<file path="config.mk">
export PLATFORM = sky130hd
export DESIGN_NAME = keypad_debounce_digit_entry_core
export DESIGN_NICKNAME = d
export VERILOG_FILES = /design/src/design/kdde_pkg.sv /design/src/design/kdde_code_form.sv /design/src/design/kdde_entry.sv /design/src/design/keypad_debounce_digit_entry_core.sv
export SDC_FILE = /design/constraint.sdc
export NUM_CORES = 1
export LEC_CHECK = 0
export ABC_AREA = 1
export BUFFER_PORTS_ARGS = -buffer_cell sky130_fd_sc_hd__buf_2
export CAP_MARGIN = 10
export CORE_MARGIN = 2
export CORE_UTILIZATION = 38
export CTS_CLUSTER_DIAMETER = 200
export CTS_CLUSTER_SIZE = 30
export DETAILED_ROUTE_END_ITERATION = 6
export PLACE_DENSITY_LB_ADDON = 0.3
export SYNTH_ARGS = -nofsm -noshare
export SYNTH_HDL_FRONTEND = slang
export SYNTH_HIERARCHICAL = 1
export SYNTH_SLANG_ARGS = --single-unit
</file>
<file path="constraint.sdc">
create_clock -name clk_i -period 2.8 [get_ports clk_i]
set_input_delay 0.56 -clock clk_i [delete_from_list [all_inputs] [get_ports clk_i]]
set_output_delay 0.56 -clock clk_i [all_outputs]
set_load 0.05 [all_outputs]
</file>
<file path="src/design/kdde_pkg.sv">
// ----------------------------------------------------------------------------
// Keypad debounce digit entry package
// Shared widths, key tables, the result record and the key lookup function.
// ----------------------------------------------------------------------------
`default_nettype none

package kdde_pkg;

  localparam int unsigned BUFFER_DEPTH = 15;
  localparam int unsigned COUNT_W      = $clog2(BUFFER_DEPTH + 1);

  localparam int unsigned COLS_W  = 3;
  localparam int unsigned ROWS    = 4;
  localparam int unsigned CODE_W  = 10;
  localparam int unsigned COL_SH  = 7;
  localparam int unsigned CHAR_W  = 8;
  localparam int unsigned OUT_W   = 4;

  localparam int unsigned TABLE_SIZE = 12;
  localparam int unsigned SLOT_W     = $clog2(TABLE_SIZE);

  // Table slot of the '*' key, which empties the buffer
  localparam logic [SLOT_W-1:0] STAR_SLOT = SLOT_W'(10);

  localparam logic [CODE_W-1:0] CODE_TABLE [TABLE_SIZE] = '{
    10'h108, 10'h081, 10'h101, 10'h201,
    10'h082, 10'h102, 10'h202, 10'h084,
    10'h104, 10'h204, 10'h088, 10'h208
  };

  localparam logic [CHAR_W-1:0] CHAR_TABLE [TABLE_SIZE] = '{
    8'h30, 8'h31, 8'h32, 8'h33, 8'h34, 8'h35,
    8'h36, 8'h37, 8'h38, 8'h39, 8'h2A, 8'h23
  };

  typedef struct packed {
    logic              hit;
    logic [SLOT_W-1:0] slot;
  } kdde_hit_t;

  typedef struct packed {
    logic [1:0]        state;
    logic              confirmed;
    logic [CHAR_W-1:0] key_char;
    logic              cleared;
    logic              written;
    logic [OUT_W-1:0]  position;
    logic [OUT_W-1:0]  count;
  } kdde_result_t;

  // First table entry that equals the code
  function automatic kdde_hit_t key_lookup(input logic [CODE_W-1:0] code);
    kdde_hit_t res;
    res = '0;
    for (int k = TABLE_SIZE - 1; k >= 0; k--) begin
      if (CODE_TABLE[k] == code) begin
        res.hit  = 1'b1;
        res.slot = SLOT_W'(k);
      end
    end
    return res;
  endfunction

endpackage

`default_nettype wire

</file>
<file path="src/design/kdde_code_form.sv">
// ----------------------------------------------------------------------------
// Keypad key code former
// Picks the first row with any column set and builds its 10-bit key code.
// ----------------------------------------------------------------------------
`default_nettype none

module kdde_code_form (
  input  wire logic [kdde_pkg::COLS_W-1:0] row1_i,
  input  wire logic [kdde_pkg::COLS_W-1:0] row2_i,
  input  wire logic [kdde_pkg::COLS_W-1:0] row3_i,
  input  wire logic [kdde_pkg::COLS_W-1:0] row4_i,
  output logic      [kdde_pkg::CODE_W-1:0] code_o
);

  logic [kdde_pkg::COLS_W-1:0] cols;
  logic [kdde_pkg::ROWS-1:0]   row_hot;

  always_comb begin
    priority if (row1_i != '0) begin
      cols    = row1_i;
      row_hot = 4'b0001;
    end else if (row2_i != '0) begin
      cols    = row2_i;
      row_hot = 4'b0010;
    end else if (row3_i != '0) begin
      cols    = row3_i;
      row_hot = 4'b0100;
    end else if (row4_i != '0) begin
      cols    = row4_i;
      row_hot = 4'b1000;
    end else begin
      cols    = '0;
      row_hot = '0;
    end
  end

  assign code_o = (kdde_pkg::CODE_W'(cols) << kdde_pkg::COL_SH)
                | kdde_pkg::CODE_W'(row_hot);

endmodule

`default_nettype wire

</file>
<file path="src/design/kdde_entry.sv">
// ----------------------------------------------------------------------------
// Keypad debounce and digit entry
// Debounce state machine, key lookup and digit count for one scan tick.
// ----------------------------------------------------------------------------
`default_nettype none

module kdde_entry (
  input  wire logic                        clk_i,
  input  wire logic                        rst_ni,
  input  wire logic                        step_i,
  input  wire logic [kdde_pkg::CODE_W-1:0] code_i,
  output kdde_pkg::kdde_result_t           result_o
);

  typedef enum logic [1:0] {
    ST_RELEASED       = 2'd0,
    ST_MAYBE_PRESSED  = 2'd1,
    ST_STILL_PRESSED  = 2'd2,
    ST_MAYBE_RELEASED = 2'd3
  } press_state_e;

  press_state_e                 state_q, state_d;
  logic [kdde_pkg::CODE_W-1:0]  held_q, held_d;
  logic [kdde_pkg::COUNT_W-1:0] count_q, count_d;
  kdde_pkg::kdde_hit_t          hit;

  assign hit = kdde_pkg::key_lookup(held_q);

  always_comb begin
    state_d  = state_q;
    held_d   = held_q;
    count_d  = count_q;
    result_o = '0;
    unique case (state_q)
      ST_RELEASED: begin
        if (code_i != '0) begin
          state_d = ST_MAYBE_PRESSED;
          held_d  = code_i;
        end
      end
      ST_MAYBE_PRESSED: begin
        if (code_i == held_q) begin
          state_d            = ST_STILL_PRESSED;
          result_o.confirmed = 1'b1;
          if (hit.hit) begin
            result_o.key_char = kdde_pkg::CHAR_TABLE[hit.slot];
            if (hit.slot == kdde_pkg::STAR_SLOT) begin
              count_d          = '0;
              result_o.cleared = 1'b1;
            end else if (count_q < kdde_pkg::COUNT_W'(kdde_pkg::BUFFER_DEPTH)) begin
              result_o.position = kdde_pkg::OUT_W'(count_q);
              result_o.written  = 1'b1;
              count_d           = count_q + 1'b1;
            end
          end
        end else begin
          state_d = ST_RELEASED;
        end
      end
      ST_STILL_PRESSED: begin
        if (code_i == '0) begin
          state_d = ST_MAYBE_RELEASED;
        end
      end
      ST_MAYBE_RELEASED: begin
        state_d = (code_i != '0) ? ST_STILL_PRESSED : ST_RELEASED;
      end
      default: begin
        state_d = ST_RELEASED;
      end
    endcase
    result_o.state = state_d;
    result_o.count = kdde_pkg::OUT_W'(count_d);
  end

  always_ff @(posedge clk_i or negedge rst_ni) begin
    if (!rst_ni) begin
      state_q <= ST_RELEASED;
      held_q  <= '0;
      count_q <= '0;
    end else if (step_i) begin
      state_q <= state_d;
      held_q  <= held_d;
      count_q <= count_d;
    end
  end

endmodule

`default_nettype wire

</file>
<file path="src/design/keypad_debounce_digit_entry_core.sv">
// ----------------------------------------------------------------------------
// Keypad debounce digit entry core
// Scans one keypad tick per request, debounces the key code and counts the
// digits entered, with '*' emptying the digit buffer.
// ----------------------------------------------------------------------------
//
//   Channel   Valid        Stall        Payload
//   -------   ----------   ----------   --------------------------------------
//   input     in_valid_i   in_stall_o   row1..row4 column bits, 3 bits each
//   output    out_valid_o  out_stall_i  debounce state, key, buffer status
//
// One request per cycle while no result stall holds the input register; each
// request gives exactly one result, which passes the input register and then
// the result register before it is offered.
// Throughput is set by the single pass between the two registers: code
// forming, the 12-entry table compare and the count increment.
// Reset clears the debounce state, the held code and the digit count.
// A stalled result holds the result register, which in turn stalls the
// input register; the input side stalls only when both stages are full and
// the result is stalled.
// ----------------------------------------------------------------------------
`default_nettype none

module keypad_debounce_digit_entry_core (
  input  wire logic                        clk_i,
  input  wire logic                        rst_ni,

  input  wire logic                        in_valid_i,
  output logic                             in_stall_o,
  input  wire logic [kdde_pkg::COLS_W-1:0] row1_columns_i,
  input  wire logic [kdde_pkg::COLS_W-1:0] row2_columns_i,
  input  wire logic [kdde_pkg::COLS_W-1:0] row3_columns_i,
  input  wire logic [kdde_pkg::COLS_W-1:0] row4_columns_i,

  output logic                             out_valid_o,
  input  wire logic                        out_stall_i,
  output logic [1:0]                       debounce_state_o,
  output logic                             key_confirmed_o,
  output logic [kdde_pkg::CHAR_W-1:0]      key_char_o,
  output logic                             buffer_cleared_o,
  output logic                             digit_written_o,
  output logic [kdde_pkg::OUT_W-1:0]       write_position_o,
  output logic [kdde_pkg::OUT_W-1:0]       digit_count_o
);

  // Input register stage
  logic                        in_valid_q;
  logic [kdde_pkg::COLS_W-1:0] row1_q, row2_q, row3_q, row4_q;

  // Result register stage
  logic                   out_valid_q;
  kdde_pkg::kdde_result_t res_q;

  logic                        advance;
  logic                        load_in;
  logic                        step;
  logic [kdde_pkg::CODE_W-1:0] code;
  kdde_pkg::kdde_result_t      res_d;

  // Advance the result stage when it is empty or its request is taken
  assign advance    = !out_valid_q || !out_stall_i;
  assign in_stall_o = in_valid_q && !advance;
  assign load_in    = in_valid_i && !in_stall_o;
  // Commit the state update only when the tick moves into the result stage
  assign step       = in_valid_q && advance;

  always_ff @(posedge clk_i or negedge rst_ni) begin
    if (!rst_ni) begin
      in_valid_q <= 1'b0;
    end else if (load_in) begin
      in_valid_q <= 1'b1;
    end else if (advance) begin
      in_valid_q <= 1'b0;
    end
  end

  always_ff @(posedge clk_i) begin
    if (load_in) begin
      row1_q <= row1_columns_i;
      row2_q <= row2_columns_i;
      row3_q <= row3_columns_i;
      row4_q <= row4_columns_i;
    end
  end

  kdde_code_form u_code_form (
    .row1_i (row1_q),
    .row2_i (row2_q),
    .row3_i (row3_q),
    .row4_i (row4_q),
    .code_o (code)
  );

  kdde_entry u_entry (
    .clk_i    (clk_i),
    .rst_ni   (rst_ni),
    .step_i   (step),
    .code_i   (code),
    .result_o (res_d)
  );

  // Hold the result while stalled, drop it once taken
  always_ff @(posedge clk_i or negedge rst_ni) begin
    if (!rst_ni) begin
      out_valid_q <= 1'b0;
    end else if (step) begin
      out_valid_q <= 1'b1;
    end else if (!out_stall_i) begin
      out_valid_q <= 1'b0;
    end
  end

  always_ff @(posedge clk_i) begin
    if (step) begin
      res_q <= res_d;
    end
  end

  assign out_valid_o      = out_valid_q;
  assign debounce_state_o = res_q.state;
  assign key_confirmed_o  = res_q.confirmed;
  assign key_char_o       = res_q.key_char;
  assign buffer_cleared_o = res_q.cleared;
  assign digit_written_o  = res_q.written;
  assign write_position_o = res_q.position;
  assign digit_count_o    = res_q.count;

endmodule

`default_nettype wire

</file>
==> After elaboration in Yosys (flattened, before gate mapping) <==
Memories as Yosys holds them, arrays and structs flattened.
Cells that the tools add are included.
{ "totals": {"register_bits": 51, "rom_bits": 128, "output_inout_bits": 23, "wordCells": 105, "memories": 1} }
{ "classes": {"add_sub_neg": 1, "n_lt_le_gt_ge": 2, "eq_ne": 18, "n_mux": 41, "bitwise_logic": 6, "n_reduce_logical": 20} }
{ "memory_table": {"columns": ["memory", "depth", "word_bits", "rd", "rd_clocked_by_memory_dff", "write_ports", "line_no", "source"], "rows": [
  ["(no name shown)", 16, 8, 1, 0, 0, "kdde_entry.sv:46", "result_o.key_char = kdde_pkg::CHAR_TABLE[hit.slot];"]
]} }
{ "op_table": {"columns": ["cell", "count"], "rows": [
  ["$mux W5", 14],
  ["$eq A10 B10 Y1 const A", 4],
  ["$eq A8 B10 Y1 const A", 4],
  ["$eq A9 B10 Y1 const A", 4],
  ["$mux W4", 9],
  ["$mux W8", 2],
  ["$mux W15", 1],
  ["$mux W14", 1],
  ["$mux W3", 4],
  ["$reduce_bool A3 Y1", 4],
  ["$eq A10 B10 Y1", 1],
  ["$logic_not A10 Y1", 1],
  ["$or A10 B4 Y10", 1],
  ["$reduce_bool A10 Y1", 1],
  ["$mux W2", 4],
  ["$pmux W2 S4", 1],
  ["$reduce_and A3 Y1", 2],
  ["$ge A5 B5 Y1 const B", 1],
  ["$mux W1", 5],
  ["$not A4 Y5", 1],
  ["$reduce_or A5 Y1", 1],
  ["$add A4 B1 Y4 const B", 1],
  ["$eq A2 B2 Y1 const B", 2],
  ["$eq A4 B4 Y1 const B", 1],
  ["other kinds (10)", 18]
]} }

==> Depth between registers and ports, before layout <==
Gate-level depths: netlist of run 1.
{ "logic_depth": {"ltp_word": 19, "depth_mapped": 18} }

==> Modules after synthesis <==
The synthesis of run 1 kept the hierarchy.
{ "by_module_without_submodules": {"columns": ["module", "n_inst", "cells_per_inst", "area_per_inst_um2", "seq_area_each_um2"], "rows": [
  ["kdde_entry", 1, 214, 1395.1, 400.4],
  ["keypad_debounce_digit_entry_core", 1, 45, 1086.0, 1041.0],
  ["kdde_code_form", 1, 39, 193.9, 0.0]
]} }

==> Least setup slack after synthesis of run 1 <==
Ideal clock, no wire load.
{ "synth_timing": {"path_type": "register to register", "start": "reg out_valid_q (netlist: out_valid_o)", "end": "reg u_entry/held_q[0] in the netlist's numbering", "setup_ns": 0.130, "arrival_time_ns": 2.580, "required_ns": 2.670, "slack_ns": 0.090, "stages_incl_launch_ff": 7, "path_buffers": 2, "synth_period_minus_slack_ns": 2.710, "cell_sequence": "dfrtp_1 a21oi_1 buf_2 nand4_1 clkbuf_1 nand2_1 o21ai_0"} }
{ "synth_between": {"elab_chain_len": 4} }
{ "synth_lines": {"columns": ["item", "line_no", "source"], "rows": [
  ["start: declaration", "keypad_debounce_digit_entry_core.sv:51", "logic out_valid_q;"],
  ["start signal: assignment", "keypad_debounce_digit_entry_core.sv:105", "out_valid_q <= 1'b0;"],
  ["start signal: assignment", "keypad_debounce_digit_entry_core.sv:107", "out_valid_q <= 1'b1;"],
  ["start signal: assignment", "keypad_debounce_digit_entry_core.sv:109", "out_valid_q <= 1'b0;"],
  ["$logic_not A1 Y1", "keypad_debounce_digit_entry_core.sv:61", "assign advance = !out_valid_q || !out_stall_i;"],
  ["$logic_or A1 B1 Y1", "keypad_debounce_digit_entry_core.sv:61", null],
  ["$logic_and A1 B1 Y1", "keypad_debounce_digit_entry_core.sv:65", "assign step = in_valid_q && advance;"],
  ["net step", "keypad_debounce_digit_entry_core.sv:56", "logic step;"],
  ["$reduce_and A3 Y1 (no line)", null, null],
  ["end signal: assignment", "kdde_entry.sv:83", "held_q <= held_d;"],
  ["end: declaration", "kdde_entry.sv:23", "logic [kdde_pkg::CODE_W-1:0] held_q, held_d;"]
]} }
The timed path passes the listed nets, and every way through them passes these cells.
A chain may end at the register's enable or synchronous reset.

==> Final worst setup path of run 1 <==
{ "layout_timing": {"start": "reg row1_q[0] in the netlist's numbering", "end": "reg res_q, in the netlist write_position_o[1], data pin"} }
{ "layout_between": {"elab_chain_len": 6} }
{ "layout_lines": {"columns": ["item", "line_no", "source"], "rows": [
  ["start: declaration", "keypad_debounce_digit_entry_core.sv:48", "logic [kdde_pkg::COLS_W-1:0] row1_q, row2_q, row3_q, row4_q;"],
  ["start signal: assignment", "keypad_debounce_digit_entry_core.sv:79", "row1_q <= row1_columns_i;"],
  ["$reduce_bool A3 Y1", "kdde_code_form.sv:19", "priority if (row1_i != '0) begin"],
  ["$mux W3", "kdde_code_form.sv:19", null],
  ["$or A10 B4 Y10", "kdde_code_form.sv:38", "| kdde_pkg::CODE_W'(row_hot);"],
  ["net code, one bit", "keypad_debounce_digit_entry_core.sv:57", "logic [kdde_pkg::CODE_W-1:0] code;"],
  ["$eq A10 B10 Y1", "kdde_entry.sv:42", "if (code_i == held_q) begin"],
  ["$not A1 Y1 (no line)", null, null],
  ["$reduce_or A5 Y1 (no line)", null, null],
  ["end signal: assignment", "keypad_debounce_digit_entry_core.sv:115", "res_q <= res_d;"],
  ["end: declaration", "keypad_debounce_digit_entry_core.sv:52", "kdde_pkg::kdde_result_t res_q;"]
]} }
The timed path passes the listed nets, and every way through them passes these cells.

==> results of run 1 <==
[metal layers]
| metal | global-route usage | up-vias | share of wire |
|---|---|---|---|
| met1 | 0.1564 | 850 | 0.44 |
| met5 | 0 | - | 0 |
| li1 | - | 1026 | - |
| met2 | 0.2204 | 48 | 0.49 |
| met4 | 0.04336 | 0 | 0.013 |
| met3 | 0.04430 | 5 | 0.054 |
[worst max-delay path, stage by stage (launching register included)]
cell	delay, ps
edfxtp_1	440
nor3_4	290
and2_4	200
nand2_1	60
nand2_1	80
inv_1	60
nand2_1	60
nand2_1	50
nand3b_4	160
nor3_4	380
nand2_4	190
nor3_2	190
inv_2	60
nor2_1	100
[layout make-up]
class	instances	area, um2	area share
well taps	96	120.1	0.03891
multi-input cells	196	1017	0.3296
flip-flops and latches	51	1441	0.4670
inverters	45	170.2	0.05513
clock buffers	6	72.57	0.02351
repair buffers	40	205.2	0.06648
clock inverters	2	60.06	0.01946
[cell families after synthesis]
logic type	after synthesis	share of synthesized area
compound gates	29	0.05613
xor+xnor	3	0.009824
fa+ha+maj	2	0.009353
buf+inv	54	0.08653
flops	51	0.5388
other cells	2	0.002807
simple gates	157	0.2965
[flip-flops by register name (all words and copies together), names as in the netlist, 2 cells and up]
name	cells
row1_q	3
write_position_o	4
digit_count_o	4
u_entry/count_q	4
debounce_state_o	2
u_entry/held_q	10
u_entry/state_q	2
key_char_o	8
row4_q	3
row3_q	3
row2_q	3
[layout by cell type, fill, tap and decap left out, types with 3 or more instances in the layout]
cell type | Yosys | routed
nor2_1 | 31 | 31
a21oi_1 | 4 | 3
nor2_4 | 3 | 3
inv_1 | 37 | 37
nand3_1 | 7 | 7
nand4_1 | 7 | 7
buf_2 | 1 | 38
o21ai_1 | 3 | 3
nand2_1 | 80 | 80
inv_2 | 7 | 7
o21ai_0 | 20 | 20
conb_1 | 2 | 5
clkbuf_8 | 0 | 5
dfrtp_1 | 18 | 18
nor2_2 | 5 | 5
nand2_2 | 8 | 8
edfxtp_1 | 33 | 33
[worst max-delay path by stage]
| stage | from | end | cells after the start |
|---|---|---|---|
| 2_1_floorplan | out_valid_o$_DFFE_PN0P_ | u_entry/held_q[0]$_DFFE_PN0P_ | 6 |
| 3_3_place_gp | row2_q[0]$_DFFE_PP_ | write_position_o[1]$_DFFE_PP_ | 13 |
| 3_5_place_dp | row1_q[0]$_DFFE_PP_ | write_position_o[1]$_DFFE_PP_ | 13 |
| 4_1_cts | row1_q[0]$_DFFE_PP_ | write_position_o[1]$_DFFE_PP_ | 13 |
| 5_1_grt | row1_q[0]$_DFFE_PP_ | write_position_o[1]$_DFFE_PP_ | 14 |
| 6_report | row1_q[0]$_DFFE_PP_ | write_position_o[1]$_DFFE_PP_ | 13 |
[report_power, final]
part | leakage (nW) | switching, mW | internal [mW]
Sequential | 0.554 | 0.0886 | 0.923
Clock | 0.0654 | 0.236 | 0.357
Combinational | 0.848 | 0.452 | 0.190
[through the flow]
| stage | hold slack (ps) | utilization | area [um2] | worst slack (ps) | power [mW] |
|---|---|---|---|---|---|
| floorplan | 264.4 | - | 2686 | 90.11 | 1.533 |
| global placement | 493.9 | 0.4348 | 2954 | 455.0 | 1.662 |
| detailed placement | 499.9 | 0.4348 | 2954 | 334.4 | 1.669 |
| CTS | 188.2 | 0.4543 | 3087 | 314.4 | 2.264 |
| global route | 190.7 | 0.4543 | 3087 | 91.04 | 2.385 |
| finish | 177.2 | 0.4543 | 3087 | 354.6 | 2.246 |
==> results.toml, run 1 <==
[outcome]
status = "finished clean"

[drt]
wl_per_cell_um = 10.60
ant_nets = 0
firstDrtPassIters = 4
drc = 0
vias = 1929
viasPerCell = 4.424
wl_um = 4622
drt_iter0_markers = 145

[yosys]
synth_most_common_cell = "nand2_1"
synth_edf_count = 33
syn_inst = 298
netlist_top_cells_count = "nand2_1, inv_1, edfxtp_1"
yosys_warnings = 6
async_flop_share = 0.3529
ys_ff_latch = 51
synth_cell_types = 36
netlist_area_um2 = 2675
synth_flop_cell = "edfxtp_1"
synth_area_leaders = "edfxtp_1, dfrtp_1, nand2_1, inv_1, nor2_1"
ys_seq_area_frac = 0.5388
yosys.area.top_type_share = 0.3704
avgSynthCellArea_um2 = 8.977
synth_area_leader_cell = "edfxtp_1"

[power_and_ir_drop]
powerDensity_nw_per_um2 = 727.8
p_leak_nw = 1.468
ir_drop_mv = 0.3620

[hold_path]
hold_path.class = "in2async"

[timing]
skew_ps = 9.613
slew_viol_final = 0
finalHoldViolations = 0
grt_setup_unrepaired = "false"
fin_crit_ps = 2445
setup-violations-final = 0
timing.fmax_mhz = 408.9
period_share = 0.8734
fin_tns_setup_ps = 0

[layout]
antenna_cells = 0
drive_gt1_frac = 0.2529
layout.cells.non_filler = 436
final_nets = 357
fill_cells = 674
syn_to_final_growth_pct = 15.39

[global_route]
grt_use_total = 0.1305
grt_pass1_wl_um = 7762
gr-total-overflow = 0
grt_antenna_before_repair = 0
grt_max_degree = 31
grt_pass1_vias = 1780

[clock_tree]
h-tree-depth = 2
cts_buffers = 5
cts_resized = 0
path_clk_slew_ps = 90
tritoncts = "built"
clockRootBuffer = "clkbuf_8"
cts_buffer_depth = 2
clock_sinks = 51
cts_hold_buf = 0
post_cts_buffers = 0
worstSkewPairLatency_ps = 310

[floorplan]
die_h_um = 87.90
initial_core_util = 0.3937
dieArea_um2 = 7726
ios = 39
coreArea_um2 = 6794
std_cell_rows = 30
die_w_um = 87.90

[critical_path]
rrSetupSlack_ps = 350
worst_r2r_startpoint = "row1_q[0]$_DFFE_PP_"
arrival_ps = 2610
reg2regPathDepth = 13
r2r_end = "write_position_o[1]$_DFFE_PP_"
critPathCaptureType = "flop"
crit_fanout = 12
crit_type = "reg2reg"
crit_required_ps = 2970
start_kind = "flop"

[placement]
dp.cells = 428
place_congestion = 0.8736
hpwl_um = 3510
io_buffer_count = 38

[run]
cap_violations = 0
Note: power is estimated with default switching activity, not from simulation.
==> run 2: changes to the inputs <==
- CELL_PAD_IN_SITES_DETAIL_PLACEMENT: unset -> 1
- CELL_PAD_IN_SITES_GLOBAL_PLACEMENT: unset -> 1
- CORE_MARGIN: 2 -> unset
==> run 2 against run 1 <==
  * Routed wire length is 15% higher
  * First-iteration DRC count is 28% lower
  * Clock power decreased by 12%
  * Clock skew grew 5.1 ps
  * Setup slack improved by 11 ps
  * Largest cell class unchanged
  * Critical path type unchanged
==> results.toml, run 2 (same netlist as run 1, synthesis figures left out) <==
[floorplan]
ios = 39
die_h_um = 85.90
coreArea_um2 = 6794
dieArea_um2 = 7379
die_w_um = 85.90
initial_core_util = 0.3937
std_cell_rows = 30

[layout]
final_core_util = 0.4530
largest_register = "u_entry/held_q"
layout.cells.non_filler = 436
final_common_cell = "nand2_1"
drive_gt1_frac = 0.2529
antenna_cells = 0
syn_to_final_growth_pct = 15.06
final_nets = 357
stdcell_area_um2 = 3078
largest_reg_flops = 10
final_cell_mix = "nand2_1, buf_2, inv_1"

[critical_path]
crit_path_frequent_cell = "nand2_1"
critical_path.cell_chain = "nor3_2 -> and2_4 -> nand2_1 -> nand2_1 -> inv_1 -> nand2_1 -> o21ai_0 -> nor2_1 -> nand2_1 -> nor3_4 -> nand2_4 -> nor3_2 -> inv_2 -> nor2_1"
crit_required_ps = 2970
crit_type = "reg2reg"
crit_slowest_cell = "edfxtp_1"
crit_fanout = 12
start_kind = "flop"
crit_start = "row2_q[0]$_DFFE_PP_"
worst_r2r_startpoint = "row2_q[0]$_DFFE_PP_"
cpPeakStageDelay_ps = 410
critPathCaptureType = "flop"
arrival_ps = 2600

[timing]
fin_tns_setup_ps = 0
hold_ws_ps = 179.9
worst_slew_pin_slew_ps = 605.8
fin_crit_ps = 2435
setup-violations-final = 0
skew_ps = 14.67
slew_viol_final = 0
period_share = 0.8695
timing.fmax_mhz = 410.8
layout_setup_ws_ps = 365.5
grt_setup_unrepaired = "false"
slew_headroom = 0.5962
finalHoldViolations = 0

[power_and_ir_drop]
finalPower_mw = 2.194
p_leak_nw = 1.463
comb_power_share = 0.300
p_switching_mw = 0.8101
ir_drop_mv = 0.3395
power.internal_mw = 1.384
powerDensity_nw_per_um2 = 712.7
p_seq_frac = 0.463
clkPwrFrac = 0.236
swShare = 0.3693

[clock_tree]
post_cts_buffers = 0
worstSkewPairLatency_ps = 310
tritoncts = "built"
cts_hold_buf = 0
cts_buffers = 5
cts_resized = 0
h-tree-depth = 2
clock_sinks = 51
cts_buffer_depth = 2
path_clk_slew_ps = 100
clockRootBuffer = "clkbuf_8"

[global_route]
grt_pass1_vias = 2056
grt_max_degree = 22
grt_use_total = 0.1659
grt_pass1_wl_um = 9528
grt_antenna_before_repair = 0
gr-total-overflow = 0

[drt]
firstDrtPassIters = 4
ant_nets = 0
wl_per_cell_um = 12.21
met3_length_um = 169
highest_layer = "met4"
vias = 2014
viasPerCell = 4.619
drt-met1-wl_um = 2435
drt_iter0_markers = 105
wl_met2_um = 2593
drc = 0
wl_um = 5322

[placement]
dp_slack_ps = 354.0
dp.cells = 428
hpwl_um = 4164
io_buffer_count = 38
placed_area_um2 = 2967
place_congestion = 0.8654

[outcome]
status = "finished clean"

[hold_path]
hold_path.class = "in2async"

[run]
cap_violations = 0
## run 2: changes by cell type in the layout (fill, tap and decap cells not counted)
cell	delta
bufinv_16	-1
buf_4	-1
clkbuf_1	-1
clkinv_1	+1
inv_6	+1
buf_12	+1
## run 2: worst paths after layout
path                                                       to  slack (ps)  cells past startpoint
worst max-delay path            write_position_o[2]$_DFFE_PP_         370                     14
worst min-delay path            u_entry/held_q[0]$_DFFE_PN0P_         180                      1
worst max register to register  write_position_o[2]$_DFFE_PP_         370                     14
worst min register to register        out_valid_o$_DFFE_PN0P_         530                      2
max in group asynchronous       u_entry/held_q[7]$_DFFE_PN0P_        2290                      1
min in group clk_i                        row1_q[2]$_DFFE_PP_         420                      1
## run 2: per-layer routing
layer | vias to the layer above | track usage
met3 | 10 | 0.03369
met1 | 933 | 0.2095
met4 | 0 | 0.06364
met2 | 49 | 0.2799
met5 | - | 0
li1 | 1022 | -
## run 2: power groups by stage
| stage | registers (mW) | logic (mW) | clock network, mW |
|---|---|---|---|
| CTS | 1.02 | 0.666 | 0.536 |
| finish | 1.02 | 0.659 | 0.519 |
| detailed placement | 1.03 | 0.662 | 0 |
| global route | 1.03 | 0.743 | 0.561 |
| floorplan | 1.11 | 0.422 | 0 |
| global placement | 1.03 | 0.647 | 0 |
## run 2: layout make-up
| type | instances | area (um2) |
|---|---|---|
| Sequential cell | 51 | 1441 |
| Fill cell | 815 | 3716 |
| Inverter | 45 | 170.2 |
| Multi-Input combinational cell | 196 | 1017 |
| Timing Repair Buffer | 40 | 217.7 |
| Clock buffer | 5 | 68.82 |
| Tap cell | 96 | 120.1 |
| Clock inverter | 3 | 42.54 |
## run 2: critical path, delay by kind of cell, from the launching register on
family                 cells  cell delay (ps)
DFF                        1              410
AOI/OAI and AO/OA          1               70
and+or+nand+nor           11             1710
buffers and inverters      2              120
==> run 3: changes to the inputs <==
- SYNTH_HIERARCHICAL: 1 -> unset
- clock period: 2.8 -> 3.14 ns (I/O delays scaled with it)
==> run 3 against run 2 <==
  * Sequential share of layout area grew 0.54 points
  * Sequential power decreased by 31%
  * Clock skew is essentially flat
  * Non-clock buffer count is 3 lower
  * Cell area shrank 10%
  * Combinational power is 70% lower
  * Via count decreased by 5.1%
  * Critical endpoint is now digit_count_o[2]$_DFFE_PP_
==> results.toml, run 3 <==
[outcome]
status = "finished clean"

[critical_path]
arrival_ps = 2050
crit_fanout = 9
crit_slowest_cell = "edfxtp_1"
crit_required_ps = 3170
cpPeakStageDelay_ps = 440
start_kind = "flop"
crit_path_frequent_cell = "nand2_1"
crit_type = "reg2reg"
worst_r2r_startpoint = "row1_q[1]$_DFFE_PP_"
crit_start = "row1_q[1]$_DFFE_PP_"
critPathCaptureType = "flop"
critical_path.cell_chain = "nor2_4 -> nand2_4 -> nor2_8 -> nand3_1 -> nand2_1 -> inv_2 -> nor2_4 -> nand3_2 -> nor2_8 -> nand2_4 -> nand2_1 -> nand2_1"

[power_and_ir_drop]
ir_drop_mv = 0.2701
p_leak_nw = 1.332
powerDensity_nw_per_um2 = 453.7
finalPower_mw = 1.251

[drt]
drc = 0
ant_nets = 0
drt_iter0_markers = 58
wl_per_cell_um = 12.96
wl_um = 5131
firstDrtPassIters = 4
viasPerCell = 4.826
vias = 1911

[yosys]
yosys.area.top_type_share = 0.3873
synth_area_leaders = "edfxtp_1, dfrtp_1, nand2_1, inv_1, nor2_1"
yosys_warnings = 0
synth_flop_cell = "edfxtp_1"
avgSynthCellArea_um2 = 8.677
ys_ff_latch = 46
synth_edf_count = 31
synth_most_common_cell = "nand2_1"
ys_seq_area_frac = 0.5435
syn_inst = 277
synth_cell_types = 29
async_flop_share = 0.3261
synth_area_leader_cell = "edfxtp_1"
netlist_area_um2 = 2404
netlist_top_cells_count = "nand2_1, edfxtp_1, inv_1, nor2_1, dfrtp_1"

[timing]
setup-violations-final = 0
fin_crit_ps = 2022
grt_setup_unrepaired = "false"
fin_tns_setup_ps = 0
period_share = 0.6441
timing.fmax_mhz = 494.4
slew_viol_final = 0
layout_setup_ws_ps = 1118
finalHoldViolations = 0
skew_ps = 14.26

[hold_path]
hold_path.class = "in2async"

[global_route]
grt_pass1_vias = 1922
grt_max_degree = 28
gr-total-overflow = 0
grt_pass1_wl_um = 8901
grt_antenna_before_repair = 0
grt_use_total = 0.1767

[clock_tree]
worstSkewPairLatency_ps = 300
path_clk_slew_ps = 80
clockRootBuffer = "clkbuf_8"
cts_resized = 0
cts_buffers = 5
cts_hold_buf = 0
tritoncts = "built"
cts_buffer_depth = 2
clock_sinks = 46
h-tree-depth = 2
post_cts_buffers = 0

[floorplan]
dieArea_um2 = 6647
die_w_um = 81.53
ios = 39
initial_core_util = 0.3989
coreArea_um2 = 6026
die_h_um = 81.53
std_cell_rows = 28

[placement]
dp_slack_ps = 1121
place_congestion = 0.8280
io_buffer_count = 36
dp.cells = 388
hpwl_um = 4051

[layout]
final_common_cell = "nand2_1"
antenna_cells = 0
layout.cells.non_filler = 396
drive_gt1_frac = 0.2305
final_nets = 337
largest_reg_flops = 7
syn_to_final_growth_pct = 14.73
largest_register = "u_entry.held_q"
final_cell_mix = "nand2_1, buf_2, edfxtp_1"

[run]
cap_violations = 0
run 3: changes by cell type in the layout (fill, tap and decap cells not counted), moves of 3 or more:
| cell | before | now |
|---|---|---|
| inv_2 | 7 | 11 |
| o21ai_0 | 20 | 14 |
| inv_1 | 37 | 26 |
| nand2_2 | 8 | 2 |
| o21ai_1 | 3 | 0 |
| conb_1 | 5 | 2 |
| a21oi_1 | 3 | 6 |
| nand2_1 | 80 | 97 |
| nand3_1 | 7 | 12 |
| dfrtp_1 | 18 | 15 |
| nor2_1 | 31 | 26 |
run 3: worst max-delay path: cells and delay by family (launching register included):
family | cells | cell delay [ps]
DFF | 1 | 440
buffers and inverters | 1 | 50
and+or+nand+nor | 11 | 1280
run 3: cells by family (layout without fill, tap and decap cells):
| family | count (synthesis) | after routing | share of synthesized area |
|---|---|---|---|
| simple gates | 163 | 163 | 0.3248 |
| flops | 46 | 46 | 0.5435 |
| buf+inv | 41 | 84 | 0.06767 |
| compound gates | 24 | 24 | 0.05362 |
| fa+ha+maj | 1 | 1 | 0.005205 |
| other cells | 1 | 2 | 0.001560 |
| xor+xnor | 1 | 1 | 0.003645 |
run 3: stage by stage:
stage	area (um2)	util	hold WS, ps
after floorplan	2407	-	332.4
after global placement	2674	0.4437	470.9
after detailed placement	2674	0.4437	468.5
after CTS	2758	0.4576	252.9
after global routing	2758	0.4576	253.8
final	2758	0.4576	230.3
run 3: final cells by class:
| type | instances | area (um2) |
|---|---|---|
| well taps | 75 | 93.84 |
| repair buffers | 37 | 187.7 |
| flip-flops and latches | 46 | 1306 |
| inverters | 39 | 147.6 |
| clock buffers | 7 | 76.32 |
| multi-input cells | 191 | 938.4 |
| clock inverters | 1 | 7.507 |
| fillers | 771 | 3268 |
run 3: routing by layer:
layer	vias to the layer above	GRT usage	part of all wire
met5	-	0	0
met4	0	0.04821	0.0086
met3	4	0.03000	0.031
met2	38	0.3075	0.50
met1	893	0.2246	0.46
li1	976	-	-
run 3: path summary, 6_finish.rpt:
check | to | slack [ps] | cells past startpoint
min in group clk_i | out_valid_o$_DFFE_PN0P_ | 480 | 2
hold reg to reg | out_valid_o$_DFFE_PN0P_ | 480 | 2
setup / recovery | digit_count_o[2]$_DFFE_PP_ | 1120 | 12
max in group asynchronous | u_entry.count_q[1]$_DFFE_PN0P_ | 2640 | 1
hold / removal | u_entry.held_q[3]$_DFFE_PN0P_ | 230 | 1
setup reg to reg | digit_count_o[2]$_DFFE_PP_ | 1120 | 12
run 3: where the power goes:
group | internal [mW] | switching [mW]
logic | 0.0402 | 0.157
registers | 0.690 | 0.0122
clock network | 0.158 | 0.194
